### config.mk
export PLATFORM = sky130hd
export DESIGN_NAME = fqnt_zconv
export DESIGN_NICKNAME = d
export VERILOG_FILES = /design/src/hdl/fqnt_pkg.sv /design/src/hdl/fqnt_zconv.sv
export SDC_FILE = /design/constraint.sdc
export NUM_CORES = 1
export LEC_CHECK = 0
export BUFFER_PORTS_ARGS = -buffer_cell sky130_fd_sc_hd__buf_2
export CORE_MARGIN = 4
export CORE_UTILIZATION = 55
export CTS_BUF_LIST = sky130_fd_sc_hd__clkbuf_8 sky130_fd_sc_hd__clkbuf_16
export DETAILED_ROUTE_END_ITERATION = 10
export PLACE_DENSITY = 0.78
export SETUP_SLACK_MARGIN = 0.02
export SYNTH_ARGS = -nofsm -noshare
export SYNTH_HDL_FRONTEND = slang
export SYNTH_SLANG_ARGS = --single-unit
### constraint.sdc
create_clock -name clk -period 3 [get_ports clk]
set_input_delay 0.3 -clock clk [delete_from_list [all_inputs] [get_ports clk]]
set_output_delay 0.3 -clock clk [all_outputs]
set_load 0.05 [all_outputs]
### src/hdl/fqnt_pkg.sv
// Shared types, codes and helper functions for the float32 affine quantiser.
// No dependencies; imported by every module of the block.
package fqnt_pkg;

  localparam logic [2:0] TYPE_INT8   = 3'd0;
  localparam logic [2:0] TYPE_UINT8  = 3'd1;
  localparam logic [2:0] TYPE_INT16  = 3'd2;
  localparam logic [2:0] TYPE_UINT16 = 3'd3;
  localparam logic [2:0] TYPE_INT32  = 3'd4;
  localparam logic [2:0] TYPE_UINT32 = 3'd5;

  localparam logic [1:0] REG_SCALE = 2'd0;
  localparam logic [1:0] REG_ZERO  = 2'd1;
  localparam logic [1:0] REG_TYPE  = 2'd2;

  localparam logic [31:0] SCALE_RESET = 32'h3F80_0000;

  localparam int DIV_STEPS           = 26;
  localparam int DIV_STEPS_PER_STAGE = 2;
  localparam int DIV_STAGES          = DIV_STEPS / DIV_STEPS_PER_STAGE;

  typedef struct packed {
    logic last;
    logic bad;
  } fq_tag_t;

  // unpacked finite float: expo is the effective field (1 for subnormal/zero)
  typedef struct packed {
    logic        sign;
    logic [7:0]  expo;
    logic [23:0] mant;
  } fq_num_t;

  typedef struct packed {
    logic        sign;
    logic        nan;
    logic        inf;
    logic [8:0]  expo;
    logic [23:0] mant;
  } fq_sum_t;

  function automatic logic [5:0] lzc32(input logic [31:0] x);
    logic [5:0] n;
    logic       found;
    n     = 6'd32;
    found = 1'b0;
    for (int i = 31; i >= 0; i--) begin
      if (!found && x[i]) begin
        n     = 6'(31 - i);
        found = 1'b1;
      end
    end
    return n;
  endfunction

  function automatic logic signed [33:0] type_lo(input logic [2:0] t);
    logic signed [33:0] v;
    case (t)
      TYPE_INT8:  v = -34'sd128;
      TYPE_INT16: v = -34'sd32768;
      TYPE_INT32: v = -34'sd2147483648;
      default:    v = 34'sd0;
    endcase
    return v;
  endfunction

  function automatic logic signed [33:0] type_hi(input logic [2:0] t);
    logic signed [33:0] v;
    case (t)
      TYPE_INT8:   v = 34'sd127;
      TYPE_UINT8:  v = 34'sd255;
      TYPE_INT16:  v = 34'sd32767;
      TYPE_UINT16: v = 34'sd65535;
      TYPE_INT32:  v = 34'sd2147483647;
      default:     v = 34'sd4294967295;
    endcase
    return v;
  endfunction

endpackage

### src/hdl/fqnt_zconv.sv
// Zero point to single precision conversion, two registered steps.
// Depends on fqnt_pkg; follows the configuration registers continuously.
module fqnt_zconv import fqnt_pkg::*; (
  input  logic        clk,
  input  logic [32:0] zero_ofs,
  input  logic [2:0]  out_type,
  output fq_num_t     zf
);

  logic signed [33:0] z;
  logic [31:0]        mag;
  logic [5:0]         lz;

  logic        z1_sign;
  logic [31:0] z1_mag;
  logic [5:0]  z1_lz;

  logic [31:0] n;
  logic        up;
  logic [24:0] m25;
  logic [7:0]  e;

  always_comb begin
    case (out_type)
      TYPE_INT8:   z = 34'(signed'(zero_ofs[7:0]));
      TYPE_UINT8:  z = {26'b0, zero_ofs[7:0]};
      TYPE_INT16:  z = 34'(signed'(zero_ofs[15:0]));
      TYPE_UINT16: z = {18'b0, zero_ofs[15:0]};
      TYPE_INT32:  z = 34'(signed'(zero_ofs[31:0]));
      default:     z = {2'b0, zero_ofs[31:0]};
    endcase
    mag = z[33] ? 32'(-z) : z[31:0];
    lz  = lzc32(mag);
  end

  always_ff @(posedge clk) begin
    z1_sign <= z[33];
    z1_mag  <= mag;
    z1_lz   <= lz;
  end

  always_comb begin
    n   = z1_mag << z1_lz;
    up  = n[7] & ((|n[6:0]) | n[8]);
    m25 = {1'b0, n[31:8]} + {24'b0, up};
    e   = 8'd158 - {2'b0, z1_lz};
  end

  always_ff @(posedge clk) begin
    zf.sign <= z1_sign;
    if (z1_mag == 32'd0) begin
      zf.expo <= 8'd1;
      zf.mant <= 24'd0;
    end else if (m25[24]) begin
      zf.expo <= e + 8'd1;
      zf.mant <= m25[24:1];
    end else begin
      zf.expo <= e;
      zf.mant <= m25[23:0];
    end
  end

endmodule

-- Word-level counts from Yosys, hierarchy flattened
Cells that the tools add are included.
- add/sub/neg operators: 4
- eq/ne operators: 4
- shifts and indexed selects: 1
- mux-type cells: 65
- bitwise logic cells: 2
- reduce and logical (&&, ||, !) cells: 70
- operators with widths (cell ; number):
    34-bit case mux with 5 select lines ; 1
    5-bit two-way mux ; 15
    32-bit two-way mux ; 2
    32-bit logical NOT ; 1
    1-bit two-way mux ; 32
    4-bit two-way mux ; 8
    32-bit negation ; 1
    32-bit by 6-bit left shift with 32-bit output ; 1
    1-bit logical AND ; 31
    1-bit logical NOT ; 31
    31-bit OR reduction ; 1
    24-bit by 1-bit adder with 25-bit output ; 1
    16-bit OR reduction ; 1
    3-bit two-way mux ; 4
    8-bit by 1-bit adder with 8-bit output, second input constant ; 1
    8-bit OR reduction ; 1
    8-bit by 6-bit subtractor with 8-bit output, first input constant ; 1
    7-bit OR reduction ; 1
    3-bit by 2-bit == test with 1-bit output, second input constant ; 2
    6-bit two-way mux ; 1
    2-bit two-way mux ; 2
    4-bit OR reduction ; 1
    3-bit by 1-bit == test with 1-bit output, second input constant ; 1
    3-bit == test, second input constant ; 1
    4 further kinds ; 4
- flip-flop bits (word level): 72
- input port bits: 37
- output and inout bits: 33
- word-level logic and storage cells: 157

-- Depth between registers and ports, before layout
- depth in word-level cells: 98
- depth in mapped cells: 15

-- Least setup slack after synthesis
No wires, ideal clock.
- path kind: in2reg
- from: in zero_ofs[23]
- to: reg z1_lz[0]
- arrival time: 2.986 ns
- data required time: 2.934 ns
- setup slack: -0.052 ns
- stages on the path: 12
- buffers on the path: 2
- cells stage by stage: clkbuf_1 or3_1 or4_1 nand2_1 a41o_1 xnor2_2 inv_1 or4_1 buf_2 or3_1 o22a_1 a21oi_2
- elaborated cells between the ends (all ways): 126
- RTL lines (what ; RTL line ; source):
    start, declared ; fqnt_zconv.sv:5 ; input logic [32:0] zero_ofs,
    34-bit case mux with 5 select lines (*) ; fqnt_zconv.sv:24 ; case (out_type)
    32-bit negation (*) ; fqnt_zconv.sv:32 ; mag = z[33] ? 32'(-z) : z[31:0];
    32-bit two-way mux (*) ; fqnt_zconv.sv:32 ;
    named net mag[29] ; fqnt_zconv.sv:11 ; logic [31:0] mag;
    1-bit logical AND (*) ; fqnt_pkg.sv:48 ; if (!found && x[i]) begin
    1-bit two-way mux ; fqnt_pkg.sv:48 ;
    1-bit logical NOT ; fqnt_pkg.sv:48 ;
    1-bit logical AND ; fqnt_pkg.sv:48 ;
    [... 76 more ...] ; n/a ;
    1-bit logical NOT ; fqnt_pkg.sv:48 ;
    1-bit logical AND ; fqnt_pkg.sv:48 ;
    1-bit two-way mux ; fqnt_pkg.sv:48 ;
    1-bit logical NOT ; fqnt_pkg.sv:48 ;
    1-bit logical AND ; fqnt_pkg.sv:48 ;
    1-bit two-way mux ; fqnt_pkg.sv:48 ;
    1-bit logical NOT ; fqnt_pkg.sv:48 ;
    1-bit logical AND ; fqnt_pkg.sv:48 ;
    end signal, assigned ; fqnt_zconv.sv:39 ; z1_lz <= lz;
    end, declared ; fqnt_zconv.sv:16 ; logic [5:0] z1_lz;
The timed path passes the listed nets; every way through them passes the cells marked *.
A chain may end at the register's enable or synchronous reset.

-- Worst setup path after layout
- from: reg z1_lz[1]
- to: reg zf[29] (netlist name)
- longest elaborated chain between the ends: 6
- elaborated cells between the ends (all ways): 8
- ends and longest elaborated chain (what ; RTL line ; source):
    32-bit by 6-bit left shift with 32-bit output ; fqnt_zconv.sv:43 ; n = z1_mag << z1_lz;
    7-bit OR reduction ; fqnt_zconv.sv:44 ; up = n[7] & ((|n[6:0]) | n[8]);
    1-bit bitwise OR ; fqnt_zconv.sv:44 ;
    1-bit bitwise AND ; fqnt_zconv.sv:44 ;
    24-bit by 1-bit adder with 25-bit output ; fqnt_zconv.sv:45 ; m25 = {1'b0, n[31:8]} + {24'b0, up};
    32-bit two-way mux (*) ; fqnt_zconv.sv:54 ; end else if (m25[24]) begin
    end, declared ; fqnt_zconv.sv:7 ; output fq_num_t zf
Every way passes the cells marked *; elsewhere a longest branch is shown, timed or not.

==> results.toml <==
[run_status]
outcome = "complete, but fails checks"
violations = "negative setup slack"

[layout]
multi_input_area_mm2 = 0.004962
postLayoutCoreUtil_pct = 76.39
seq_area_mm2 = 0.001458
drive_above_1_share_pct = 42.83
area_delta_synth_final_pct = 36.20
stdcell_count = 1144
fillers = 825
fin_nets = 1032
antennaDiodeCount = 0

[global_route]
antenna_found_initial = 0
grt_pass1_wl_um = 38870
track_usage_pct = 34.57
grt_overflow = 0
grt_max_degree = 24
first_global_vias = 7533

[worst_setup_path]
rrSetupSlack_ns = -0.02
end_kind = "register"
r2r-start = "z1_lz[1]$_SDFF_PP1_"
r2r_end = "zf[29]$_SDFF_PN0_"
cpMostUsedCell = "buf_4"
worstPathMaxFanout = 11
crit_type = "register to register"
crit_path_cell_trace = "buf_12, buf_4, mux4_2, mux2i_1, o32ai_2, nand3_2, nor3_2, nand2_2, buf_4, nor4_4, a211oi_1, nor3_1"
required_ns = 3.26
r2r_cells = 12
max_stage_delay_ns = 0.41
crit_family = "simple AND/OR/NAND/NOR gates"
critPathArrivalTime_ns = 3.28
path_buf_inv = 3
slowest_stage = "dfxtp_4"
worstSetupStartpointType = "register"

[power]
intPower_mw = 3.293
power_mw = 5.671
p_comb_share_pct = 57.1
pwr_density_cell_mw_per_mm2 = 620.7
power_switching_mw = 2.378
ir_drop_mv = 0.3912
pwr-share-clk_pct = 20.1
p_seq_share_pct = 22.7
sw_frac_of_total_pct = 41.93
leakage_nw = 3.894

[sta]
tns_ns = -0.03604
period_share_pct = 100.6
tightest_slew_ns = 0.6668
setup_viol = 2
finalHoldViolations = 0
fmax_ghz = 0.3312
layout_min_cycle_time_ns = 3.019
setup_slack_ns = -0.01926
rsz0062_at_grt = "yes"
slew_headroom_pct = 55.14
slew_violations = 0
fin_skew_ns = 0.007269

[placed_design]
dp_cells = 1111
pre_cts_ws_ns = -0.2584
gp_congestion = 1.026
port_buffers = 68
hpwl_um = 19090

[synthesis]
synth_seq_area_share_pct = 21.48
syn-cell-area_mm2 = 0.006709
synth_top_family_by_area = "multiplexers"
async_flop_share_pct = 0
avgSynthCellArea_um2 = 9.017
synthAdderAreaFrac_pct = 0.5595
synth_warnings = 0
synth-simple-area-share_pct = 22.55
synthTopCellsByArea = "dfxtp_1 (21%), mux4_2 (17%), mux2i_1 (4.8%), nor2_1 (4.6%), nand2_1 (3.3%)"
ys.flop_type = "dfxtp_1"
synth-compound-area-share_pct = 18.20
synth_edf_count = 0
synth_cell_types = 95
yosysMostFrequentCell = "nor2_1"
syn_nets = 784
ys_ff_latch = 72
muxShareOfSynthArea_pct = 24.92
netlist.area_leader.share_pct = 21.48
synth-xor-area-share_pct = 5.203
synth_cells = 744
synth_top_area_cell = "dfxtp_1"
synthTopCellsByCount = "nor2_1 (82), dfxtp_1 (72), nand2_1 (59)"

[die]
die_w_um = 118.4
pin_count = 70
row_count = 40
initial_core_util_pct = 56.09
die_h_um = 118.4
dieArea_mm2 = 0.01403
coreArea_mm2 = 0.01196

[hold_path]
whs_endpoint = "z1_mag[0]$_DFF_P_"
holdPathStages = 2
hp-class = "input pin to register"
holdCritStartpoint = "zero_ofs[0]"

[clocking]
htreeDepth = 3
cts_root_buf = "clkbuf_16"
cts_buffers = 9
worstSkewPairLatency_ns = 0.34
path_clk_slew_ns = 0.06
cts.sinks = 72
cts_tree = "yes"
cts_buffer_depth = 2

[drt]
vias_per_cell = 6.664
final_antenna_net_count = 0
detailedRoute.firstIterationViolations = 715
first_pass_iters = 6
drc = 0
wl_per_cell_um = 22.12
routed_wirelength_um = 25300
vias = 7624

[flow_run]
cap_violations = 0
[registers in the layout, indices dropped and copies added, names as in the netlist]
name / count
z1_lz: 6
z1_mag: 32
z1_sign: 1
zf: 33
[metal layers]
layer	track usage (%)	up-vias	share of wire [%]
li1	-	3355	-
met5	0	-	0
met3	5.311	157	7.9
met4	24.04	0	8.0
met2	60.84	503	49
met1	38.08	3609	35
[worst reg2reg max path: stages (launching register included)]
cell	delay [ns]
dfxtp_4	0.41
buf_12	0.17
buf_4	0.14
mux4_2	0.34
mux2i_1	0.09
o32ai_2	0.36
nand3_2	0.20
nor3_2	0.29
nand2_2	0.15
buf_4	0.18
nor4_4	0.34
a211oi_1	0.09
nor3_1	0.18
[cell families after synthesis]
| family | count (synthesis) |
|---|---|
| flip-flops | 72 |
| AO/OA/AOI/OAI | 172 |
| buffers and inverters | 79 |
| AND/OR/NAND/NOR | 284 |
| multiplexers | 95 |
| adder cells (fa/ha/maj) | 3 |
| XOR/XNOR | 39 |
[final cells by class]
class,count,area share [%]
inverter,27,1.109
clock inverter,7,1.054
sequential,72,15.95
timing repair buffer,288,23.10
tap,147,2.013
clock buffer,9,2.465
multi-input combinational,594,54.31
[worst max path at each step]
stage	from	endpoint	slack (ns)	cells after the start
after global placement	out_type[2]	z1_lz[1]$_SDFF_PP1_	-0.22	14
after floorplan	zero_ofs[23]	z1_lz[0]$_SDFF_PP1_	0.04	12
after detailed placement	zero_ofs[0]	z1_lz[0]$_SDFF_PP1_	-0.26	13
after global routing	z1_lz[1]$_SDFF_PP1_	zf[13]$_SDFF_PN0_	-0.1	12
after CTS	z1_lz[1]$_SDFF_PP1_	zf[29]$_SDFF_PN0_	0.02	11
final	z1_lz[1]$_SDFF_PP1_	zf[29]$_SDFF_PN0_	-0.02	12
[stage by stage]
stage / cell area [um2] / hold WS [ns]
final: 9138 / 0.2700
after CTS: 8889 / 0.2566
after detailed placement: 8447 / 0.3150
after global placement: 8447 / 0.3117
after floorplan: 6719 / 0.3096
after global routing: 9138 / 0.2499
[power groups by stage]
stage | sequential [mW] | clock [mW] | combinational (mW)
after global placement | 1.29 | 0 | 2.92
final | 1.29 | 1.14 | 3.24
after global routing | 1.31 | 1.19 | 3.40
after CTS | 1.29 | 1.14 | 3.05
after detailed placement | 1.30 | 0 | 2.98
after floorplan | 1.78 | 0 | 1.48
[layout by cell type (no fill, tap or decap), types with 15 or more instances in the layout]
master     n
nor3_1    15
xnor2_1   24
nand3_1   18
nand2_1   57
mux2i_1   27
dfxtp_1   65
nor4_1    17
a21oi_1   33
inv_1     25
o21ai_0   31
mux4_2    52
buf_4    209
nor2_1    79
buf_2     68
[repair_timing]
action                                  in CTS  in global routing
buffers inserted                             2                 14
endpoints found under the setup margin      30                 35
gates resized for setup                     26                 35
hold buffers                                 0                  0
cloned                                       0                  1
pin swaps                                    2                  7
No activity file was read; power rests on OpenSTA's default activity.
