## src/hdl/fqnt_pkg.sv

```systemverilog
// Shared types, codes and helper functions for the float32 affine quantiser.
// No dependencies; imported by every module of the block.
package fqnt_pkg;

  localparam logic [2:0] TYPE_INT8   = 3'd0;
  localparam logic [2:0] TYPE_UINT8  = 3'd1;
  localparam logic [2:0] TYPE_INT16  = 3'd2;
  localparam logic [2:0] TYPE_UINT16 = 3'd3;
  localparam logic [2:0] TYPE_INT32  = 3'd4;
  localparam logic [2:0] TYPE_UINT32 = 3'd5;

  localparam logic [1:0] REG_SCALE = 2'd0;
  localparam logic [1:0] REG_ZERO  = 2'd1;
  localparam logic [1:0] REG_TYPE  = 2'd2;

  localparam logic [31:0] SCALE_RESET = 32'h3F80_0000;

  localparam int DIV_STEPS           = 26;
  localparam int DIV_STEPS_PER_STAGE = 2;
  localparam int DIV_STAGES          = DIV_STEPS / DIV_STEPS_PER_STAGE;

  typedef struct packed {
    logic last;
    logic bad;
  } fq_tag_t;

  // unpacked finite float: expo is the effective field (1 for subnormal/zero)
  typedef struct packed {
    logic        sign;
    logic [7:0]  expo;
    logic [23:0] mant;
  } fq_num_t;

  typedef struct packed {
    logic        sign;
    logic        nan;
    logic        inf;
    logic [8:0]  expo;
    logic [23:0] mant;
  } fq_sum_t;

  function automatic logic [5:0] lzc32(input logic [31:0] x);
    logic [5:0] n;
    logic       found;
    n     = 6'd32;
    found = 1'b0;
    for (int i = 31; i >= 0; i--) begin
      if (!found && x[i]) begin
        n     = 6'(31 - i);
        found = 1'b1;
      end
    end
    return n;
  endfunction

  function automatic logic signed [33:0] type_lo(input logic [2:0] t);
    logic signed [33:0] v;
    case (t)
      TYPE_INT8:  v = -34'sd128;
      TYPE_INT16: v = -34'sd32768;
      TYPE_INT32: v = -34'sd2147483648;
      default:    v = 34'sd0;
    endcase
    return v;
  endfunction

  function automatic logic signed [33:0] type_hi(input logic [2:0] t);
    logic signed [33:0] v;
    case (t)
      TYPE_INT8:   v = 34'sd127;
      TYPE_UINT8:  v = 34'sd255;
      TYPE_INT16:  v = 34'sd32767;
      TYPE_UINT16: v = 34'sd65535;
      TYPE_INT32:  v = 34'sd2147483647;
      default:     v = 34'sd4294967295;
    endcase
    return v;
  endfunction

endpackage

```

## src/hdl/fqnt_div.sv

```systemverilog
// Pipelined single precision divider with round to nearest-even.
// Depends on fqnt_pkg; unpack, normalise, radix-2 steps, denormalise, round.
module fqnt_div import fqnt_pkg::*; (
  input  logic        clk,
  input  logic        rst,
  input  logic        en,
  input  logic        in_valid,
  input  logic [31:0] value_bits,
  input  logic [31:0] scale_bits,
  input  fq_tag_t     in_tag,
  output logic        out_valid,
  output logic [31:0] quot,
  output fq_tag_t     out_tag
);

  typedef struct packed {
    fq_tag_t     tag;
    logic        sign;
    logic        nan;
    logic        inf;
    logic        zero;
    logic [10:0] expo;
    logic [23:0] dsr;
    logic [24:0] rem;
    logic [25:0] quo;
  } dv_t;

  // unpack
  logic [7:0] af, bf;
  logic       a_nan, a_inf, a_zero, b_nan, b_inf, b_zero, r_nan;

  logic        s1_valid;
  fq_tag_t     s1_tag;
  logic        s1_sign, s1_nan, s1_inf, s1_zero;
  logic [7:0]  s1_ea, s1_eb;
  logic [23:0] s1_ma, s1_mb;
  logic [4:0]  s1_lza, s1_lzb;

  always_comb begin
    af     = value_bits[30:23];
    bf     = scale_bits[30:23];
    a_nan  = (af == 8'hFF) && (value_bits[22:0] != 23'd0);
    a_inf  = (af == 8'hFF) && (value_bits[22:0] == 23'd0);
    a_zero = (af == 8'h00) && (value_bits[22:0] == 23'd0);
    b_nan  = (bf == 8'hFF) && (scale_bits[22:0] != 23'd0);
    b_inf  = (bf == 8'hFF) && (scale_bits[22:0] == 23'd0);
    b_zero = (bf == 8'h00) && (scale_bits[22:0] == 23'd0);
    r_nan  = a_nan | b_nan | (a_inf & b_inf) | (a_zero & b_zero);
  end

  always_ff @(posedge clk) begin
    if (rst) begin
      s1_valid <= 1'b0;
    end else if (en) begin
      s1_valid <= in_valid;
    end
    if (en) begin
      s1_tag  <= in_tag;
      s1_sign <= value_bits[31] ^ scale_bits[31];
      s1_nan  <= r_nan;
      s1_inf  <= (a_inf | b_zero) & ~r_nan;
      s1_zero <= (a_zero | b_inf) & ~r_nan;
      s1_ea   <= (af == 8'h00) ? 8'd1 : af;
      s1_eb   <= (bf == 8'h00) ? 8'd1 : bf;
      s1_ma   <= {af != 8'h00, value_bits[22:0]};
      s1_mb   <= {bf != 8'h00, scale_bits[22:0]};
      s1_lza  <= 5'(lzc32({af != 8'h00, value_bits[22:0], 8'h00}));
      s1_lzb  <= 5'(lzc32({bf != 8'h00, scale_bits[22:0], 8'h00}));
    end
  end

  // normalise
  logic [23:0] ma_n, mb_n;
  logic        lt;
  logic [10:0] e2;

  always_comb begin
    ma_n = s1_ma << s1_lza;
    mb_n = s1_mb << s1_lzb;
    lt   = ma_n < mb_n;
    e2   = {3'b0, s1_ea} - {6'b0, s1_lza} - {3'b0, s1_eb} + {6'b0, s1_lzb}
         + 11'd127 - {10'b0, lt};
  end

  logic        dv_valid [0:DIV_STAGES];
  dv_t         st       [0:DIV_STAGES];
  dv_t         nx       [0:DIV_STAGES-1];
  logic [24:0] sr;
  logic [25:0] sq;
  logic        sb;

  always_comb begin
    sr = 25'd0;
    sq = 26'd0;
    sb = 1'b0;
    for (int g = 0; g < DIV_STAGES; g++) begin
      sr = st[g].rem;
      sq = st[g].quo;
      for (int k = 0; k < DIV_STEPS_PER_STAGE; k++) begin
        sb = sr >= {1'b0, st[g].dsr};
        if (sb) begin
          sr = sr - {1'b0, st[g].dsr};
        end
        sr = {sr[23:0], 1'b0};
        sq = {sq[24:0], sb};
      end
      nx[g]     = st[g];
      nx[g].rem = sr;
      nx[g].quo = sq;
    end
  end

  always_ff @(posedge clk) begin
    if (rst) begin
      for (int g = 0; g <= DIV_STAGES; g++) begin
        dv_valid[g] <= 1'b0;
      end
    end else if (en) begin
      dv_valid[0] <= s1_valid;
      for (int g = 0; g < DIV_STAGES; g++) begin
        dv_valid[g+1] <= dv_valid[g];
      end
    end
    if (en) begin
      st[0].tag  <= s1_tag;
      st[0].sign <= s1_sign;
      st[0].nan  <= s1_nan;
      st[0].inf  <= s1_inf;
      st[0].zero <= s1_zero;
      st[0].expo <= e2;
      st[0].dsr  <= mb_n;
      st[0].rem  <= lt ? {ma_n, 1'b0} : {1'b0, ma_n};
      st[0].quo  <= 26'd0;
      for (int g = 0; g < DIV_STAGES; g++) begin
        st[g+1] <= nx[g];
      end
    end
  end

  // denormalise
  logic [26:0]        x, xs, lost_mask;
  logic signed [10:0] es, shw;
  logic [4:0]         shc;

  logic        r1_valid;
  fq_tag_t     r1_tag;
  logic        r1_sign, r1_nan, r1_inf, r1_zero, r1_ovf;
  logic [7:0]  r1_e;
  logic [26:0] r1_x;

  always_comb begin
    x         = {st[DIV_STAGES].quo, |st[DIV_STAGES].rem};
    es        = $signed(st[DIV_STAGES].expo);
    shw       = 11'sd1 - es;
    shc       = (shw > 11'sd27) ? 5'd27 : shw[4:0];
    lost_mask = ~(27'h7FF_FFFF << shc);
    if (es >= 11'sd1) begin
      xs = x;
    end else begin
      xs = (x >> shc) | {26'b0, |(x & lost_mask)};
    end
  end

  always_ff @(posedge clk) begin
    if (rst) begin
      r1_valid <= 1'b0;
    end else if (en) begin
      r1_valid <= dv_valid[DIV_STAGES];
    end
    if (en) begin
      r1_tag  <= st[DIV_STAGES].tag;
      r1_sign <= st[DIV_STAGES].sign;
      r1_nan  <= st[DIV_STAGES].nan;
      r1_inf  <= st[DIV_STAGES].inf;
      r1_zero <= st[DIV_STAGES].zero;
      r1_ovf  <= es >= 11'sd255;
      r1_e    <= (es >= 11'sd1) ? es[7:0] : 8'd0;
      r1_x    <= xs;
    end
  end

  // round and pack
  logic        up;
  logic [30:0] pk;

  always_comb begin
    up = r1_x[2] & (r1_x[1] | r1_x[0] | r1_x[3]);
    pk = {r1_e, r1_x[25:3]} + {30'b0, up};
  end

  always_ff @(posedge clk) begin
    if (rst) begin
      out_valid <= 1'b0;
    end else if (en) begin
      out_valid <= r1_valid;
    end
    if (en) begin
      out_tag <= r1_tag;
      if (r1_nan) begin
        quot <= 32'h7FC0_0000;
      end else if (r1_inf || r1_ovf) begin
        quot <= {r1_sign, 8'hFF, 23'd0};
      end else if (r1_zero) begin
        quot <= {r1_sign, 31'd0};
      end else begin
        quot <= {r1_sign, pk};
      end
    end
  end

endmodule

```

## config.mk

```make
export PLATFORM = sky130hd
export DESIGN_NAME = fqnt_div
export DESIGN_NICKNAME = d
export VERILOG_FILES = /design/src/hdl/fqnt_pkg.sv /design/src/hdl/fqnt_div.sv
export SDC_FILE = /design/constraint.sdc
export NUM_CORES = 2
export LEC_CHECK = 0
export ABC_AREA = 1
export CAP_MARGIN = 10
export CORE_MARGIN = 10
export CORE_UTILIZATION = 59
export DETAILED_ROUTE_END_ITERATION = 6
export DONT_BUFFER_PORTS = 1
export GPL_ROUTABILITY_DRIVEN = 0
export GPL_TIMING_DRIVEN = 1
export HOLD_SLACK_MARGIN = 0.08
export PLACE_DENSITY = 0.8
export SYNTH_ARGS = -nofsm -noshare
export SYNTH_HDL_FRONTEND = slang
export SYNTH_SLANG_ARGS = --single-unit
```

## constraint.sdc

```tcl
create_clock -name clk -period 4.7 [get_ports clk]
set_input_delay 0.94 -clock clk [delete_from_list [all_inputs] [get_ports clk]]
set_output_delay 0.94 -clock clk [all_outputs]
set_load 0.01 [all_outputs]
```

==> results.tsv, run 1 <==
stage	metric	value	unit
clock_network	clock sink total	1241	
yosys	Syn Area/Cell	8.73	um2
global_route	largest net degree at the start of global routing	1229	
run_status	error msg	[ERROR GRT-0232] Routing congestion too high. Check the congestion heatmap in the GUI.	
floorplanning	Chip Width	394	um
yosys	FF+latch count, synth	1241	
floorplanning	initial core utilization	59.2	%
clock_network	CTS max path bufs	3	
floorplanning	Rows	137	
global_route	initial antenna violation count	53	
run_status	Fail Step	global routing (5_1_grt)	
clock_network	clock buffer count from CTS	134	
sta	WEP type	register input	
floorplanning	boundary pin count	105	
floorplanning	DIE HEIGHT	394	um
yosys	Most used DFF post-synth	edfxtp_1	
yosys	Synth Instances	9431	
run_status	status	aborted with a tool error	
place	port bufs	0	
yosys	register area share after synthesis	45.2	%
global_route	GRT Util Overall	46.2	%
yosys	Syn. warnings	0	
clock_network	number of H-tree levels	4	
sta	post-GRT worst EP	st[1][325]$_DFFE_PP_/D	
place	dpl hpwl	168000	um
yosys	Mapped Area	82300	um2
place	Post-DP Area	88600	um2
clock_network	cts hold-fix bufs	0	
yosys	post-synth cell types	81	
yosys	Post-synth EDFFs	1238	
yosys	ys async rst share	0	%
clock_network	root buf cell	clkbuf_16	
yosys	Post-Syn Nets	10200	
global_route	GR Overflow Total	12	
## per-layer routing
metal | GRT overflow | global-route usage, %
met5 | 0 | 23.3
met1 | 2 | 47.0
met2 | 3 | 61.0
met4 | 5 | 37.1
met3 | 2 | 34.1
## synthesized netlist by cell type, drive strengths merged, types with 80 or more instances
library cell  count  area [um2]
nand2          2261        8550
edfxtp         1238       37200
inv            1046        3930
o21ai           851        4320
a21oi           749        3800
ha              660        8260
nor2            562        2130
nand3           539        2770
xnor2           305        2670
xor2            245        2150
buf             112         659
nor3            108         546
clkbuf           98         373
nand4            86         538
nor4             80         500
## timing repair
item,in CTS
resized for setup,165
endpoints found under the hold margin,0
buffers inserted,37
endpoints found under the setup margin,230
gates cloned,9
pin swaps,39
## through the flow
| step | instances | setup TNS (ps) | setup slack [ps] | util, % |
|---|---|---|---|---|
| after detailed placement | 11700 | -14990 | -303 | 63.8 |
| after floorplan | 9431 | 0 | 15.3 | - |
| after CTS | 12000 | -10.9 | -10.5 | 67.8 |
| after global placement | 11700 | -794 | -79.7 | 63.8 |
## kinds of logic after synthesis
logic type	count (synthesis)	share of synthesized area, %
and+or+nand+nor	3715	18.9
AOI/OAI and AO/OA	1971	13.3
buffers and inverters	1260	6.05
DFF	1241	45.2
adders and majority gates	682	10.6
xor gates and xnor gates	550	5.86
muxes	12	0.146
==> inputs of run 2 (changes only) <==
Settings changed: CORE_UTILIZATION 59 to 40, HOLD_SLACK_MARGIN 0.08 to not set, PLACE_DENSITY 0.8 to not set, PLACE_DENSITY_LB_ADDON set to 0.15.
Clock period 4.7 ns to 6.1 ns, I/O delays scaled along.
==> run 2 against run 1 <==
  * The flow now finishes, with violations (slew limit)
  * Synthesized cell count is the same
  * Synthesized area did not move
==> results.tsv, run 2 <==
stage	metric	value	unit	change
sta	fin crit period	5690	ps	
global_route	largest net degree at the start of global routing	238		
final_layout	biggest regs	st x1069, quot x32, r1_x x26		
floorplanning	Die ar.	224000	um2	
worst_setup_path	CP max stage delay	530	ps	
clock_network	CTS max path bufs	3		unchanged
detailed_routing	final WL	233000	um	
detailed_routing	# DRC	0		
place	port bufs	0		unchanged
clock_network	number of H-tree levels	4		unchanged
yosys	Yosys top cell by area	edfxtp_1		
floorplanning	DIE HEIGHT	474	um	+20%
clock_network	Reg clk slew, reported paths	60	ps	
yosys	Syn Area/Cell	8.73	um2	unchanged
yosys	Post-synth EDFFs	1238		unchanged
final_layout	nets@finish	10200		
run_status	status	complete, but fails checks		
sta	fmax	0.176	GHz	
worst_setup_path	crit-path max FO	39		
detailed_routing	Via Count	65600		
final_layout	Synth-to-Final Area Change	9.61	%	
yosys	Mapped Area	82300	um2	unchanged
global_route	initial antenna violation count	4		
sta	setup_tns	0	ps	
global_route	wire length of the first global-routing pass	358000	um	
clock_network	root buf cell	clkbuf_16		
final_layout	final instance area	90200	um2	
hold_path	Hold/Removal Path Class	reg -> reg		
final_layout	most frequent cells in the layout	2244 x nand2_1, 1238 x edfxtp_1, 1018 x inv_1, 767 x o21ai_0, 734 x a21oi_1		
clock_network	cts hold-fix bufs	0		unchanged
detailed_routing	Routed Antenna Nets	0		
yosys	FF+latch count, synth	1241		unchanged
yosys	simple-gate share of the synthesized area	18.9	%	unchanged
clock_network	Clk Latency, worst-skew pair	810	ps	
final_layout	layout cells sized above 1	4.47	%	
clock_network	clock sink total	1241		unchanged
yosys	Post-Synth Adder-Cell Area	10.6	%	unchanged
yosys	ys async rst share	0	%	unchanged
yosys	post-synth cell types	81		unchanged
yosys	multiplexer share of the synthesized area	0.146	%	unchanged
detailed_routing	via-per-instance ratio	5.36		
clock_network	CTS tree	done		
floorplanning	core area	205000	um2	
yosys	Most used DFF post-synth	edfxtp_1		
yosys	Post-Synth XOR/XNOR Area	5.86	%	unchanged
sta	Least-Margin Pin Slew	1590	ps	
final_layout	max reg flops	1069		
worst_setup_path	CP Data Required Time	6580	ps	
worst_setup_path	Crit. End Element	flip-flop		
floorplanning	Rows	166		+21%
yosys	most frequent cell after synthesis	nand2_1		
run_status	failing checks	slew limit		
worst_setup_path	type of origin of the critical path	flip-flop		
sta	Final Skew	42.1	ps	
floorplanning	Chip Width	474	um	+20%
worst_setup_path	Worst EP arrival	6160	ps	
detailed_routing	DRT iter0 DRCs	5327		
sta	Setup-failing EPs final	0		
sta	unrepaired setup endpoints after global routing	no		
place	dpl hpwl	183000	um	+8.9%
final_layout	commonest non-fill, non-tap cell in the layout	nand2_1		
global_route	GR Overflow Total	0		
place	Post-DP Area	85300	um2	-3.7%
worst_setup_path	CP max stage cell	edfxtp_1		
sta	Max Slew Vio Count	93		
place	pre-CTS setup slack	63.3	ps	+366 ps
yosys	Compound-Gate Fraction of Synth Area	13.3	%	unchanged
sta	Hold Fails Final Rpt	0		
yosys	register area share after synthesis	45.2	%	unchanged
worst_setup_path	Critical Path Most Common Cell	nand2_1		
yosys	Post-Syn Nets	10200		unchanged
yosys	Syn. warnings	0		unchanged
yosys	largest family of logic cells by synthesized area	simple AND/OR/NAND/NOR gates		
yosys	post-synth top area share	45.2	%	unchanged
yosys	Synth Instances	9431		unchanged
yosys	Synth area leaders	edfxtp_1 45%, nand2_1 10%, ha_1 10%		
clock_network	clock buffer count from CTS	143		+6.7%
sta	crit share post-route	93.2	%	
floorplanning	boundary pin count	105		unchanged
sta	worst setup margin	415	ps	
flow_run	max_cap viols	0		
floorplanning	initial core utilization	40.2	%	-19 points
detailed_routing	drt pass-1 iters	7		
final_layout	fillcell total	19900		
worst_setup_path	critical path class	reg -> reg		
yosys	Commonest cells post-synth	2245 x nand2_1, 1238 x edfxtp_1, 1020 x inv_1, 768 x o21ai_0, 735 x a21oi_1		
final_layout	largest reg by FF count	st		
sta	Slew headroom	-5.95	%	
global_route	vias in the first global route	62300		
global_route	GRT Util Overall	20.1	%	
detailed_routing	WL/cell	19.0	um	
## run 2: cell counts after synthesis
Identical to the previous run, type by type.
## run 2: critical path: cells and delay by family (launching register included)
| kind | cells | cell delay [ps] |
|---|---|---|
| buffers and inverters | 3 | 730 |
| flip-flops | 1 | 530 |
| adder cells (fa/ha/maj) | 2 | 720 |
| AO/OA/AOI/OAI | 8 | 1330 |
| AND/OR/NAND/NOR | 16 | 2020 |
## run 2: cell type report
type | count | area (um2) | area share [%]
flip-flops and latches | 1241 | 37200 | 41.3
inverters | 1050 | 3960 | 4.38
clock buffers | 169 | 3680 | 4.07
clock inverters | 95 | 1160 | 1.29
well taps | 2688 | 3360 | 3.73
multi-input cells | 6931 | 40100 | 44.5
repair buffers | 74 | 696 | 0.771
diodes | 5 | 12.5 | 0.0139
## run 2: logic make-up after synthesis
family / after synthesis
AND/OR/NAND/NOR: 3715
AO/OA/AOI/OAI: 1971
buffers and inverters: 1260
flip-flops: 1241
adder cells (fa/ha/maj): 682
XOR/XNOR: 550
multiplexers: 12
## run 2: path summary, 6_finish.rpt
| kind | slack (ps) | cells after the start | startpoint | end |
|---|---|---|---|---|
| worst max register to register | 410 | 29 | st[0][433] | st[0][504] |
| worst min-delay path | 400 | 0 | st[1][385] | st[1][479] |
| worst max-delay path | 410 | 29 | st[0][433] | st[0][504] |
| worst min register to register | 400 | 0 | st[1][385] | st[1][479] |
## run 2: stage by stage
stage                     std cells  hold WS, ps  utilization [%]
after global placement        12000          401             41.7
after floorplan                9431          400                -
after global routing          12300          408             44.1
final                         12300          399             44.1
after CTS                     12200          398             44.0
after detailed placement      12000          405             41.7
## run 2: metal layers
layer | GRT usage, % | share of wire (%) | up-vias
met5 | 0 | 0.0030 | -
met2 | 34.3 | 48 | 1829
li1 | - | - | 32700
met4 | 6.60 | 3.4 | 2
met1 | 26.1 | 44 | 30700
met3 | 2.69 | 5.2 | 397
## run 2: repair_timing
| action | 4_1_cts | 5_1_grt |
|---|---|---|
| buffers inserted | 0 | 3 |
| endpoints found under the setup margin | 0 | 77 |
| gates resized for setup | 0 | 14 |
Power of run 2 is left out: the tool's default activity adds up to more than one toggle a clock period on the data nets, which glitch-free logic cannot reach.
