**src/hdl/fqnt_pkg.sv**
```systemverilog
// Shared types, codes and helper functions for the float32 affine quantiser.
// No dependencies; imported by every module of the block.
package fqnt_pkg;

  localparam logic [2:0] TYPE_INT8   = 3'd0;
  localparam logic [2:0] TYPE_UINT8  = 3'd1;
  localparam logic [2:0] TYPE_INT16  = 3'd2;
  localparam logic [2:0] TYPE_UINT16 = 3'd3;
  localparam logic [2:0] TYPE_INT32  = 3'd4;
  localparam logic [2:0] TYPE_UINT32 = 3'd5;

  localparam logic [1:0] REG_SCALE = 2'd0;
  localparam logic [1:0] REG_ZERO  = 2'd1;
  localparam logic [1:0] REG_TYPE  = 2'd2;

  localparam logic [31:0] SCALE_RESET = 32'h3F80_0000;

  localparam int DIV_STEPS           = 26;
  localparam int DIV_STEPS_PER_STAGE = 2;
  localparam int DIV_STAGES          = DIV_STEPS / DIV_STEPS_PER_STAGE;

  typedef struct packed {
    logic last;
    logic bad;
  } fq_tag_t;

  // unpacked finite float: expo is the effective field (1 for subnormal/zero)
  typedef struct packed {
    logic        sign;
    logic [7:0]  expo;
    logic [23:0] mant;
  } fq_num_t;

  typedef struct packed {
    logic        sign;
    logic        nan;
    logic        inf;
    logic [8:0]  expo;
    logic [23:0] mant;
  } fq_sum_t;

  function automatic logic [5:0] lzc32(input logic [31:0] x);
    logic [5:0] n;
    logic       found;
    n     = 6'd32;
    found = 1'b0;
    for (int i = 31; i >= 0; i--) begin
      if (!found && x[i]) begin
        n     = 6'(31 - i);
        found = 1'b1;
      end
    end
    return n;
  endfunction

  function automatic logic signed [33:0] type_lo(input logic [2:0] t);
    logic signed [33:0] v;
    case (t)
      TYPE_INT8:  v = -34'sd128;
      TYPE_INT16: v = -34'sd32768;
      TYPE_INT32: v = -34'sd2147483648;
      default:    v = 34'sd0;
    endcase
    return v;
  endfunction

  function automatic logic signed [33:0] type_hi(input logic [2:0] t);
    logic signed [33:0] v;
    case (t)
      TYPE_INT8:   v = 34'sd127;
      TYPE_UINT8:  v = 34'sd255;
      TYPE_INT16:  v = 34'sd32767;
      TYPE_UINT16: v = 34'sd65535;
      TYPE_INT32:  v = 34'sd2147483647;
      default:     v = 34'sd4294967295;
    endcase
    return v;
  endfunction

endpackage

```
**src/hdl/fqnt_cvt.sv**
```systemverilog
// Float to integer conversion, ties away from zero, with saturation to type.
// Depends on fqnt_pkg; holds the output register of the block.
module fqnt_cvt import fqnt_pkg::*; (
  input  logic               clk,
  input  logic               rst,
  input  logic               en,
  input  logic               in_valid,
  input  fq_sum_t            sum,
  input  logic [2:0]         out_type,
  input  fq_tag_t            in_tag,
  output logic               out_valid,
  output logic signed [32:0] quantized,
  output logic               bad_scale,
  output logic               last_out
);

  logic [8:0]  sh;
  logic [63:0] fx;

  always_comb begin
    sh = 9'd158 - sum.expo;
    fx = {sum.mant, 40'b0} >> sh;
  end

  logic        f1_valid;
  fq_tag_t     f1_tag;
  logic        f1_sign, f1_nan, f1_sat;
  logic [32:0] f1_f;

  always_ff @(posedge clk) begin
    if (rst) begin
      f1_valid <= 1'b0;
    end else if (en) begin
      f1_valid <= in_valid;
    end
    if (en) begin
      f1_tag  <= in_tag;
      f1_sign <= sum.sign;
      f1_nan  <= sum.nan;
      f1_sat  <= sum.inf | (sum.expo >= 9'd159);
      f1_f    <= fx[63:31];
    end
  end

  logic [32:0]        mag;
  logic signed [33:0] v, lo, hi, res;

  always_comb begin
    mag = {1'b0, f1_f[32:1]} + {32'b0, f1_f[0]};
    v   = f1_sign ? -$signed({1'b0, mag}) : $signed({1'b0, mag});
    lo  = type_lo(out_type);
    hi  = type_hi(out_type);
    if (f1_tag.bad) begin
      res = 34'sd0;
    end else if (f1_nan) begin
      res = hi;
    end else if (f1_sat) begin
      res = f1_sign ? lo : hi;
    end else if (v < lo) begin
      res = lo;
    end else if (v > hi) begin
      res = hi;
    end else begin
      res = v;
    end
  end

  always_ff @(posedge clk) begin
    if (rst) begin
      out_valid <= 1'b0;
    end else if (en) begin
      out_valid <= f1_valid;
    end
    if (en) begin
      quantized <= res[32:0];
      bad_scale <= f1_tag.bad;
      last_out  <= f1_tag.last;
    end
  end

endmodule

```
**config.mk**
```make
export PLATFORM = sky130hd
export DESIGN_NAME = fqnt_cvt
export DESIGN_NICKNAME = d
export VERILOG_FILES = /design/src/hdl/fqnt_pkg.sv /design/src/hdl/fqnt_cvt.sv
export SDC_FILE = /design/constraint.sdc
export NUM_CORES = 1
export LEC_CHECK = 0
export ABC_AREA = 1
export BUFFER_PORTS_ARGS = -buffer_cell sky130_fd_sc_hd__buf_2
export CORE_MARGIN = 2
export CORE_UTILIZATION = 43
export DETAILED_ROUTE_END_ITERATION = 7
export GPL_ROUTABILITY_DRIVEN = 0
export REMOVE_ABC_BUFFERS = 1
export SETUP_SLACK_MARGIN = 0.4
export SKIP_LAST_GASP = 1
export SLEW_MARGIN = 20
export SYNTH_ARGS = -nofsm -noshare
export SYNTH_HDL_FRONTEND = slang
export SYNTH_SLANG_ARGS = --single-unit
```
**constraint.sdc**
```tcl
create_clock -name clk -period 7.2 [get_ports clk]
set_input_delay 2.16 -clock clk [delete_from_list [all_inputs] [get_ports clk]]
set_output_delay 2.16 -clock clk [all_outputs]
set_load 0.03 [all_outputs]
```
==> Word-level counts from Yosys, hierarchy flattened <==
Cells that the tools add are included.
{ "op_classes": {"shift": 1, "reduce_logical": 1, "addsub": 3, "n_eq_ne": 4, "n_lt_le_gt_ge": 3, "n_mux": 8, "n_bitwise": 1} }
{ "ops": {"columns": ["operator", "count"], "rows": [
  ["two-way mux 33 bit", 5],
  ["case mux 32 bit (5 select lines)", 1],
  ["case mux 34 bit (3 select lines)", 1],
  ["right shift 64 x 9 -> 64 bit", 1],
  ["greater-than comparator 34 x 33 -> 1 bit", 1],
  ["less-than comparator 34 bit", 1],
  ["two-way mux 34 bit", 1],
  ["negator 33 -> 34 bit", 1],
  ["adder 32 x 1 -> 33 bit", 1],
  [">= comparator 9 x 8 -> 1 bit, second input constant", 1],
  ["subtractor 8 x 9 -> 9 bit, first input constant", 1],
  ["equality test 3 x 2 -> 1 bit, second input constant", 2],
  ["equality test 3 x 1 -> 1 bit, second input constant", 1],
  ["equality test 3 bit, second input constant", 1],
  ["logical NOT 3 bit", 1],
  ["OR 1 bit", 1]
]} }
{ "word_totals": {"regBits": 75, "out_inout_bits": 36, "elab_cells": 32, "inputBits": 45} }

==> Longest topological paths before layout <==
Gate-level depths: netlist of run 1.
{ "logic_depth": {"depth_word": 8, "ltp_mapped": 40, "depth_no_buf": 39} }

==> Worst setup path after synthesis of run 1 <==
Ideal clock, no wire load.
{ "synth_timing": {"path_type": "input-to-reg", "startpoint": "input out_type[0]", "endpoint": "register quantized[20], data pin", "setup_time_ns": 0.264, "path_slack_ns": 2.195, "path_buffers": 1, "required_ns": 6.936, "stages": 20, "t_arrival_ns": 4.741, "path_cell_list": "nor2_1 -> inv_1 -> nor2_1 -> inv_1 -> ha_1 -> nand2_1 -> inv_1 -> nand3_1 -> a31oi_1 -> a2111oi_0 -> nand2_1 -> nand2_1 -> nand3_2 -> nand4_1 -> nand2_1 -> inv_2 -> buf_2 -> nand2_1 -> nand2_1 -> nand2_1"} }
{ "synth_between": {"elab_chain_cells": 7, "word_cells_on_any_way": 14, "classes_between": "order compare (2); eq/ne (4); mux (7); reduce/logical (1)"} }
{ "synth_lines": {"columns": ["item", "line_no", "rtl"], "rows": [
  ["from (decl)", "fqnt_cvt.sv:9", "input logic [2:0] out_type,"],
  ["equality test 3 bit (tied with other cells)", "fqnt_pkg.sv:58, fqnt_pkg.sv:69", null],
  ["case mux 32 bit (5 select lines)", "fqnt_pkg.sv:69", "case (t)"],
  ["greater-than comparator 34 x 33 -> 1 bit", "fqnt_cvt.sv:61", "end else if (v > hi) begin"],
  ["two-way mux 33 bit", "fqnt_cvt.sv:61", null],
  ["two-way mux 33 bit", "fqnt_cvt.sv:59", "end else if (v < lo) begin"],
  ["two-way mux 33 bit", "fqnt_cvt.sv:57", "end else if (f1_sat) begin"],
  ["two-way mux 33 bit *", "fqnt_cvt.sv:55", "end else if (f1_nan) begin"],
  ["to (signal assigned)", "fqnt_cvt.sv:75", "quantized <= res[32:0];"],
  ["to (decl)", "fqnt_cvt.sv:12", "output logic signed [32:0] quantized,"]
]} }
Mark *: on every way between the ends. The rest lies on a longest branch, timed or not.
A chain may end at the register's enable or synchronous reset.

==> Worst setup path in the final report of run 1 <==
{ "layout_timing": {"startpoint": "input out_type[2]", "endpoint": "register quantized[27], data pin"} }
The elaborated chain is that of the path after synthesis.

==> impl_metrics.toml, run 1 <==
[global_routing]
grt_antenna_before_repair = 0
grt_remaining_overflow = 0
grt_start_max_net_pins = 77
grt_util_all_layers_pct = 22.54
global_route_wire_length_before_repair_um = 37160
grt_pass1_vias = 7797

[cells_and_area]
regArea_mm2 = 0.002232
stdcell_area_mm2 = 0.009194
n_diodes = 0
multi_input_area_mm2 = 0.005324
syn_to_final_growth_pct = 10.75
layout.core_utilization_pct = 48.82
n_fill_cell = 1969
proportion_of_layout_cells_with_a_drive_suffix_above_1_pct = 10.64
num-nets-final = 1495

[clocking]
cts_inserted_buffers = 9
cts_hold_buffers = 0
clk_pin_slew_ns = 0.07
clock_sink_count = 75
tritoncts_clock_tree = "done"
gates_resized_cts_repair = 0
clock-root-buffer = "sky130_fd_sc_hd__clkbuf_16"
clkLatencyLatePin_ns = 0.35
cts_max_path_buffers = 2
h_tree_lvl_count = 3
post-cts-setup-buffer-count = 0

[synth]
post_synth_inst_count = 1337
postSynthRegisterBits = 75
leading_post_synthesis_cells_by_cell_area = "sky130_fd_sc_hd__edfxtp_1 26%, sky130_fd_sc_hd__nand2_1 24%, sky130_fd_sc_hd__ha_1 8.3%"
ys_types = 44
syn-cell-area_mm2 = 0.008302
top_count_cell_post_synth = "sky130_fd_sc_hd__nand2_1"
async_reset_ff_share_pct = 0
synth_sequential_area_ratio_pct = 26.89
synth_enable_flop_cells = 73
synth_top_area_share_pct = 26.41
synth-warning-count = 0
synthesized_area_per_cell_um2 = 6.209
netlist.top_cell.by_area = "sky130_fd_sc_hd__edfxtp_1"
synth.cells.most_frequent = "526 x sky130_fd_sc_hd__nand2_1, 148 x sky130_fd_sc_hd__inv_1, 148 x sky130_fd_sc_hd__nor2_1, 73 x sky130_fd_sc_hd__edfxtp_1, 69 x sky130_fd_sc_hd__o21ai_0"
most_frequently_used_flop_master_after_synthesis = "sky130_fd_sc_hd__edfxtp_1"

[critical_path]
worstPathRequired_ns = 7.40
crit_chain = "buf_2 > nor2_1 > inv_1 > nor2_1 > inv_1 > ha_1 > nand2_1 > inv_1 > nand3_1 > a31oi_1 > a2111oi_0 > nand2_1 > nand2_1 > nand3_2 > a21oi_2 > buf_4 > nand2_1 > nand2_1 > nand2_1 > nand2_1"
worstSetupEndpointType = "flip-flop"
worst_r2r_startpoint = "f1_f[1]"
crit_path_max_incr_delay_ns = 0.58
r2r.worst_path.cells = 28
critPathMostFrequentCell = "sky130_fd_sc_hd__nand2_1"
setup.worst_path.start = "out_type[2]"
crit_path_end = "quantized[27]"
worst_path_max_delay_cell = "sky130_fd_sc_hd__a21oi_2"
setup.worst_path.class = "in2reg"
worst-r2r-setup-slack_ns = 1.77
critical_path.reg2reg.endpoint = "quantized[27]"
critical_path.n_buffers_inverters = 5
critical_path.top_delay_family = "simple AND/OR/NAND/NOR gates"
critical_path.startpoint_type = "input port"
critical_path_depth = 20
worstPathArrival_ns = 5.90
path_max_fanout = 17

[timing]
fmaxAchievable_ghz = 0.1754
unrepaired_setup_endpoints_after_global_routing = "false"
worst_slew_margin_rel_pct = 33.13
fin_crit_ns = 5.702
final-max-slew-violation-count = 0
hold_violations = 0
worstMarginPinSlew_ns = 1.003
fin_tns_setup_ns = 0
finClkSkew_ns = 0.01105
min_period_over_period_pct = 79.20
setup-violations-final = 0

[floorplanning]
ios = 81
initial_utilization_pct = 44.09
dieWidth_um = 142.9
die_area_mm2 = 0.02043
row_count = 50
area_of_the_core_mm2 = 0.01883
die_height_um = 142.9

[pwr]
pwrdens_mw_per_mm2 = 175.1
power.internal_mw = 0.9846
seqPwrFrac_pct = 33.9
power.share.combinational_pct = 36.4
p_clk_share_pct = 29.7
switching_share_pct = 38.83
cellLeakagePower_nw = 4.682
vdd_drop_max_mv = 0.1085
net-switching-power_mw = 0.6249

[detailed_routing]
drt_pass1_iterations = 7
drc = 0
totalWireLength_um = 22000
drt_iter0_drc = 434
viasPerCell = 5.076
antenna_left = 0
route.detailed.wl_per_inst_um = 13.25
detailroute.via_count = 8426

[flow_run]
max_cap_viol_count = 0

[placement]
detailed_place.area_mm2 = 0.008889
dpl.hpwl_um = 17450
quantity_of_i_o_buffers_inserted_on_ports = 80

[min_path]
hold_path.class = "reg2reg"
holdCritStartpoint = "f1_tag[1]"

[outcome]
run_status = "completed"
-- final cells by class --
type	count	share of cell area, %
Clock inverter	7	0.8710
Inverter	153	6.247
Clock buffer	9	2.450
Sequential cell	75	24.28
Tap cell	260	3.538
Timing Repair Buffer	84	4.709
Multi-Input combinational cell	1072	57.91
-- worst min-delay path by stage --
stage | end | cells after the start
after floorplan | last_out | 0
after global placement | last_out | 0
after detailed placement | last_out | 0
after CTS | last_out | 0
after global routing | last_out | 0
final | last_out | 0
-- worst reg2reg max path: cells and delay by family (launching register included) --
family | cells | cell delay, ns
XOR/XNOR | 1 | 0.24
buffers and inverters | 3 | 0.52
AO/OA/AOI/OAI | 3 | 0.82
AND/OR/NAND/NOR | 19 | 2.78
adder cells (fa/ha/maj) | 2 | 0.57
flip-flops | 1 | 0.39
-- per-stage QoR --
step	hold WS [ns]	setup WS (ns)	total power, mW	cells
after floorplan	0.4003	1.895	0.9772	1300
after global placement	0.4031	1.311	1.135	1644
after detailed placement	0.4054	1.197	1.137	1644
after CTS	0.4225	1.547	1.617	1660
after global routing	0.4318	0.8835	1.727	1660
final	0.4197	1.498	1.610	1660
-- registers in the layout (all words and copies together) (netlist names) --
signal,cells
f1_sat,1
quantized,33
f1_sign,1
f1_valid,1
f1_tag,2
out_valid,1
bad_scale,1
last_out,1
f1_nan,1
f1_f,33
-- metal layers --
metal / routed length, um / track usage [%]
met1: 11180 / 32.18
met3: 994 / 3.253
met5: 0 / 0
met2: 9486 / 35.68
met4: 329 / 5.941
-- cells in the final DEF (no fill, tap or decap), types with 4 or more instances in the layout --
cell / synthesis / routed
sky130_fd_sc_hd__nand2_1: 526 / 526
sky130_fd_sc_hd__nor2_1: 148 / 148
sky130_fd_sc_hd__inv_1: 148 / 148
sky130_fd_sc_hd__buf_2: 5 / 79
sky130_fd_sc_hd__edfxtp_1: 73 / 73
sky130_fd_sc_hd__o21ai_0: 69 / 69
sky130_fd_sc_hd__nand3_1: 66 / 66
sky130_fd_sc_hd__a21oi_1: 56 / 56
sky130_fd_sc_hd__ha_1: 55 / 55
sky130_fd_sc_hd__nand4_1: 23 / 23
sky130_fd_sc_hd__xor2_1: 21 / 21
sky130_fd_sc_hd__or2_2: 16 / 16
sky130_fd_sc_hd__nand3b_1: 13 / 13
sky130_fd_sc_hd__clkbuf_16: 0 / 9
sky130_fd_sc_hd__a31oi_1: 8 / 8
sky130_fd_sc_hd__nand2_2: 7 / 7
sky130_fd_sc_hd__mux2i_1: 7 / 7
sky130_fd_sc_hd__o21ai_1: 6 / 6
sky130_fd_sc_hd__nor2_2: 6 / 6
sky130_fd_sc_hd__o211ai_1: 6 / 6
sky130_fd_sc_hd__inv_2: 5 / 5
sky130_fd_sc_hd__xnor2_1: 5 / 5
sky130_fd_sc_hd__buf_4: 3 / 5
sky130_fd_sc_hd__nand3_2: 4 / 4
sky130_fd_sc_hd__nor4_1: 4 / 4
-- power groups by stage --
stage | Combinational (mW) | Sequential [mW] | Clock, mW
2_1_floorplan | 0.391 | 0.586 | 0
3_3_place_gp | 0.580 | 0.555 | 0
3_5_place_dp | 0.582 | 0.555 | 0
4_1_cts | 0.585 | 0.546 | 0.486
5_1_grt | 0.673 | 0.550 | 0.503
6_report | 0.586 | 0.545 | 0.478
-- cells by family after synthesis --
logic type,synth area share [%]
simple gates,41.75
buf+inv,8.982
compound gates,10.51
flops,26.89
fa+ha+maj,8.289
xor+xnor,2.743
mux,0.8440
Power figures use the tool's default switching activity.
==> run 2: changes to the inputs <==
Clock period 7.2 ns to 5.5 ns, I/O delays scaled along.
==> run 2 against run 1 <==
Power grew 36%. Worst setup slack worse by 0.79 ns. Largest cell class unchanged. Critical endpoint is now quantized[21]. Register-to-register slack got worse by 1.1 ns.
==> impl_metrics.toml, run 2 (same netlist as run 1, synthesis figures left out) <==
[outcome]
run_status = "completed"

[detailed_routing]
viasPerCell = 5.091
totalWireLength_um = 22580
detailroute.via_count = 8523
drc = 0
antenna_left = 0
drt_iter0_drc = 579
route.detailed.wl_per_inst_um = 13.49
drt_pass1_iterations = 5

[critical_path]
critical_path.startpoint_type = "flip-flop"
worst_path_max_delay_cell = "sky130_fd_sc_hd__edfxtp_1"
crit_path_max_incr_delay_ns = 0.44
critical_path.n_buffers_inverters = 2
critPathMostFrequentCell = "sky130_fd_sc_hd__nand2_1"
worstPathRequired_ns = 5.60
critical_path.top_delay_family = "simple AND/OR/NAND/NOR gates"
worstPathArrival_ns = 4.89
path_max_fanout = 16
setup.worst_path.class = "reg2reg"
worstSetupEndpointType = "flip-flop"

[pwr]
switching_share_pct = 37.59
net-switching-power_mw = 0.8209
totalPowerFinal_mw = 2.184
power.internal_mw = 1.363
vdd_drop_max_mv = 0.1424
seqPwrFrac_pct = 32.9
p_clk_share_pct = 30.4
cellLeakagePower_nw = 4.789
pwrdens_mw_per_mm2 = 229.4
power.share.combinational_pct = 36.8

[floorplanning]
die_area_mm2 = 0.02043
area_of_the_core_mm2 = 0.01883
ios = 81
die_height_um = 142.9
dieWidth_um = 142.9
row_count = 50
initial_utilization_pct = 44.09

[cells_and_area]
multi_input_area_mm2 = 0.005512
layout.core_utilization_pct = 50.56
stdcell_area_mm2 = 0.009520
most-common-layout-cells = "521 x sky130_fd_sc_hd__nand2_1, 147 x sky130_fd_sc_hd__inv_1, 137 x sky130_fd_sc_hd__nor2_1"
regArea_mm2 = 0.002232
syn_to_final_growth_pct = 14.68
final_cells = 1674
reg_top3 = "f1_f: 33 flops, quantized: 33 flops, f1_tag: 2 flops"
n_diodes = 0
num-nets-final = 1509
proportion_of_layout_cells_with_a_drive_suffix_above_1_pct = 13.65
n_fill_cell = 1984
mostFrequentLayoutCell = "sky130_fd_sc_hd__nand2_1"

[timing]
timing.hold.ws_ns = 0.4312
min_period_over_period_pct = 87.20
hold_violations = 0
worst_slew_margin_rel_pct = 40.95
final-max-slew-violation-count = 0
worstMarginPinSlew_ns = 0.8824
fin_crit_ns = 4.796
fin_tns_setup_ns = 0
worst_slack_ns = 0.7037
setup-violations-final = 0
finClkSkew_ns = 0.01561
fmaxAchievable_ghz = 0.2085
unrepaired_setup_endpoints_after_global_routing = "false"

[clocking]
clock-root-buffer = "sky130_fd_sc_hd__clkbuf_16"
cts_inserted_buffers = 9
h_tree_lvl_count = 3
cts_hold_buffers = 0
clock_sink_count = 75
clkLatencyLatePin_ns = 0.36
clk_pin_slew_ns = 0.07
cts_max_path_buffers = 2
tritoncts_clock_tree = "done"

[min_path]
hold_path.class = "reg2reg"

[placement]
placed_cells_incl_taps = 1652
placement.setup.worst_slack_ns = 0.4722
dpl.hpwl_um = 17810
quantity_of_i_o_buffers_inserted_on_ports = 80
detailed_place.area_mm2 = 0.008949

[global_routing]
grt_start_max_net_pins = 54
grt_pass1_vias = 7581
grt_remaining_overflow = 0
grt_util_all_layers_pct = 22.57
global_route_wire_length_before_repair_um = 37100
grt_antenna_before_repair = 0

[flow_run]
max_cap_viol_count = 0
run 2: changes by cell type in the layout (fill, tap and decap cells not counted), moves of 3 or more:
cell / delta
sky130_fd_sc_hd__ha_1: -4
sky130_fd_sc_hd__nor2_2: +8
sky130_fd_sc_hd__nor2_4: +3
sky130_fd_sc_hd__nand2_1: -5
sky130_fd_sc_hd__ha_4: +3
sky130_fd_sc_hd__buf_4: +12
sky130_fd_sc_hd__nor2_1: -11
sky130_fd_sc_hd__nand2_2: +4
run 2: power groups by stage:
| stage | Clock, mW | Combinational (mW) | Sequential (mW) |
|---|---|---|---|
| 2_1_floorplan | 0 | 0.512 | 0.767 |
| 3_3_place_gp | 0 | 0.763 | 0.728 |
| 3_5_place_dp | 0 | 0.768 | 0.728 |
| 4_1_cts | 0.679 | 0.771 | 0.717 |
| 5_1_grt | 0.695 | 0.916 | 0.724 |
| 6_report | 0.663 | 0.803 | 0.718 |
run 2: timing repair:
action,in CTS,in global routing
setup buffers,0,5
endpoints found under the setup margin,0,33
gates resized for setup,0,39
hold endpoints to repair,0,0
run 2: path summary, 6_finish.rpt:
check | depth (start not counted) | slack, ns | startpoint | endpoint
setup / recovery | 38 | 0.70 | f1_f[0] | quantized[21]
hold / removal | 0 | 0.43 | f1_tag[1] | last_out
setup reg to reg | 38 | 0.70 | f1_f[0] | quantized[21]
hold reg to reg | 0 | 0.43 | f1_tag[1] | last_out
run 2: metal layers:
metal / share of wire [%] / vias to the layer above / wire (um) / track usage, %
met5: 0 / - / 0 / 0
met4: 1.7 / 0 / 390 / 6.462
met3: 4.7 / 32 / 1071 / 3.253
met2: 44 / 202 / 9884 / 35.36
met1: 50 / 3826 / 11230 / 32.32
li1: - / 4463 / - / -
run 2: layout make-up:
class	instances	area share, %
Multi-Input combinational cell	1073	57.89
Sequential cell	75	23.45
Inverter	153	6.032
Timing Repair Buffer	97	5.704
Tap cell	260	3.417
Clock buffer	10	2.510
Clock inverter	6	0.9988
==> run 3: changes to the inputs <==
Clock period 5.5 ns to 5 ns, I/O delays scaled along.
==> run 3 against run 2 <==
Routed wire length increased by 6.9%. Core utilization increased by 4.1 points. Register-to-register slack got worse by 0.37 ns. Clock skew decreased by 0.0010 ns. Die area unchanged. Sequential cell count unchanged. Global-route usage increased by 1.3 points. Combinational power increased by 28%. Via count increased by 3.6%. Non-clock buffer count increased by 42. Sequential power increased by 9.9%. Largest cell class unchanged. Power increased by 17%. Largest power group unchanged.
==> impl_metrics.toml, run 3 (same netlist as run 1, synthesis figures left out) <==
[critical_path]
worstPathRequired_ns = 5.20
setup.worst_path.class = "reg2reg"
path_max_fanout = 13
worstPathArrival_ns = 4.87
critPathMostFrequentCell = "sky130_fd_sc_hd__nand2_1"
critical_path.startpoint_type = "flip-flop"
worst_path_max_delay_cell = "sky130_fd_sc_hd__edfxtp_1"
worstSetupEndpointType = "flip-flop"
crit_path_max_incr_delay_ns = 0.45

[flow_run]
max_cap_viol_count = 0

[detailed_routing]
drc = 0
route.detailed.wl_per_inst_um = 14.03
detailroute.via_count = 8827
drt_pass1_iterations = 5
drt_iter0_drc = 634
antenna_left = 0
totalWireLength_um = 24140
viasPerCell = 5.132

[global_routing]
grt_start_max_net_pins = 64
grt_antenna_before_repair = 0
grt_pass1_vias = 7981
global_route_wire_length_before_repair_um = 39170
grt_util_all_layers_pct = 23.87
grt_remaining_overflow = 0

[timing]
finClkSkew_ns = 0.01460
setup-violations-final = 0
hold_violations = 0
fin_crit_ns = 4.664
worstMarginPinSlew_ns = 0.8747
worst_slew_margin_rel_pct = 41.68
final-max-slew-violation-count = 0
min_period_over_period_pct = 93.28
fmaxAchievable_ghz = 0.2144
unrepaired_setup_endpoints_after_global_routing = "true"
worst_slack_ns = 0.3360

[cells_and_area]
n_diodes = 0
most-common-layout-cells = "479 x sky130_fd_sc_hd__nand2_1, 140 x sky130_fd_sc_hd__inv_1, 131 x sky130_fd_sc_hd__nor2_1"
proportion_of_layout_cells_with_a_drive_suffix_above_1_pct = 21.51
mostFrequentLayoutCell = "sky130_fd_sc_hd__nand2_1"
reg_top3 = "f1_f: 33 flops, quantized: 33 flops, f1_tag: 2 flops"
syn_to_final_growth_pct = 24.01
num-nets-final = 1555

[clocking]
h_tree_lvl_count = 3
clk_pin_slew_ns = 0.07
clock-root-buffer = "sky130_fd_sc_hd__clkbuf_16"
clkLatencyLatePin_ns = 0.36
cts_inserted_buffers = 9
tritoncts_clock_tree = "done"
cts_max_path_buffers = 2
clock_sink_count = 75
cts_hold_buffers = 0

[min_path]
hold_path.class = "reg2reg"

[outcome]
run_status = "completed"

[pwr]
totalPowerFinal_mw = 2.557
cellLeakagePower_nw = 5.061
pwrdens_mw_per_mm2 = 248.4
vdd_drop_max_mv = 0.1534

[floorplanning]
ios = 81
initial_utilization_pct = 44.09
die_area_mm2 = 0.02043
dieWidth_um = 142.9
row_count = 50
area_of_the_core_mm2 = 0.01883
die_height_um = 142.9

[placement]
quantity_of_i_o_buffers_inserted_on_ports = 80
dpl.hpwl_um = 17730
placement.setup.worst_slack_ns = 0.1824
[run 3: changes by cell type in the layout (fill, tap and decap cells not counted), moves of 5 or more]
cell                      change
sky130_fd_sc_hd__buf_4       +35
sky130_fd_sc_hd__nand2_2     +34
sky130_fd_sc_hd__nor2_4       +5
sky130_fd_sc_hd__nor2_1       -6
sky130_fd_sc_hd__buf_6        +7
sky130_fd_sc_hd__inv_1        -7
sky130_fd_sc_hd__inv_2        +5
sky130_fd_sc_hd__nand2_1     -42
sky130_fd_sc_hd__nand2_4      +7
sky130_fd_sc_hd__a21oi_1      -9
sky130_fd_sc_hd__a21oi_2      +7
[run 3: layer usage]
metal  up-vias  GRT usage [%]  part of all wire [%]
li1       4567              -                     -
met1      3982          33.73                    49
met2       246          38.60                    45
met3        32          2.951                   4.8
met4         0          6.253                   1.6
met5         -              0                     0
[run 3: area by class of cell]
cell class | instances | area [um2]
fill | 1862 | 8536
sequential | 75 | 2232
multi-input combinational | 1077 | 5938
timing repair buffer | 139 | 884.6
tap | 260 | 325.3
clock inverter | 7 | 105.1
clock buffer | 9 | 225.2
inverter | 153 | 584.3
[run 3: where the power goes]
group / internal [mW] / switching, mW
Combinational: 0.361 / 0.667
Clock: 0.446 / 0.295
Sequential: 0.750 / 0.0388
[run 3: worst paths after layout]
kind	startpoint	end	slack (ns)	cells past startpoint
max	f1_f[1]	quantized[27]	0.34	29
min	f1_tag[1]	last_out	0.43	0
max reg2reg	f1_f[1]	quantized[27]	0.34	29
min reg2reg	f1_tag[1]	last_out	0.43	0
[run 3: repair_timing]
action	CTS	global route
gates resized for setup	46	111
setup buffers	9	27
setup endpoints to repair	32	33
pin swaps	8	47
gates cloned	4	3
[run 3: critical path, delay by kind of cell, from the launching register on]
kind / cells / cell delay (ns)
adder cells (fa/ha/maj): 3 / 0.71
AND/OR/NAND/NOR: 20 / 2.45
buffers and inverters: 5 / 0.67
AO/OA/AOI/OAI: 1 / 0.24
flip-flops: 1 / 0.45
[run 3: metrics by stage]
step	TNS (ns)	instance area [um2]	hold WS (ns)	utilization, %	cells
2_1_floorplan	0	8130	0.4003	-	1300
3_3_place_gp	0	9016	0.4008	47.88	1661
3_5_place_dp	0	9016	0.4151	47.88	1661
4_1_cts	0	9657	0.4319	51.28	1690
5_1_grt	-0.1604	10290	0.4513	54.67	1720
6_report	0	10290	0.4254	54.67	1720
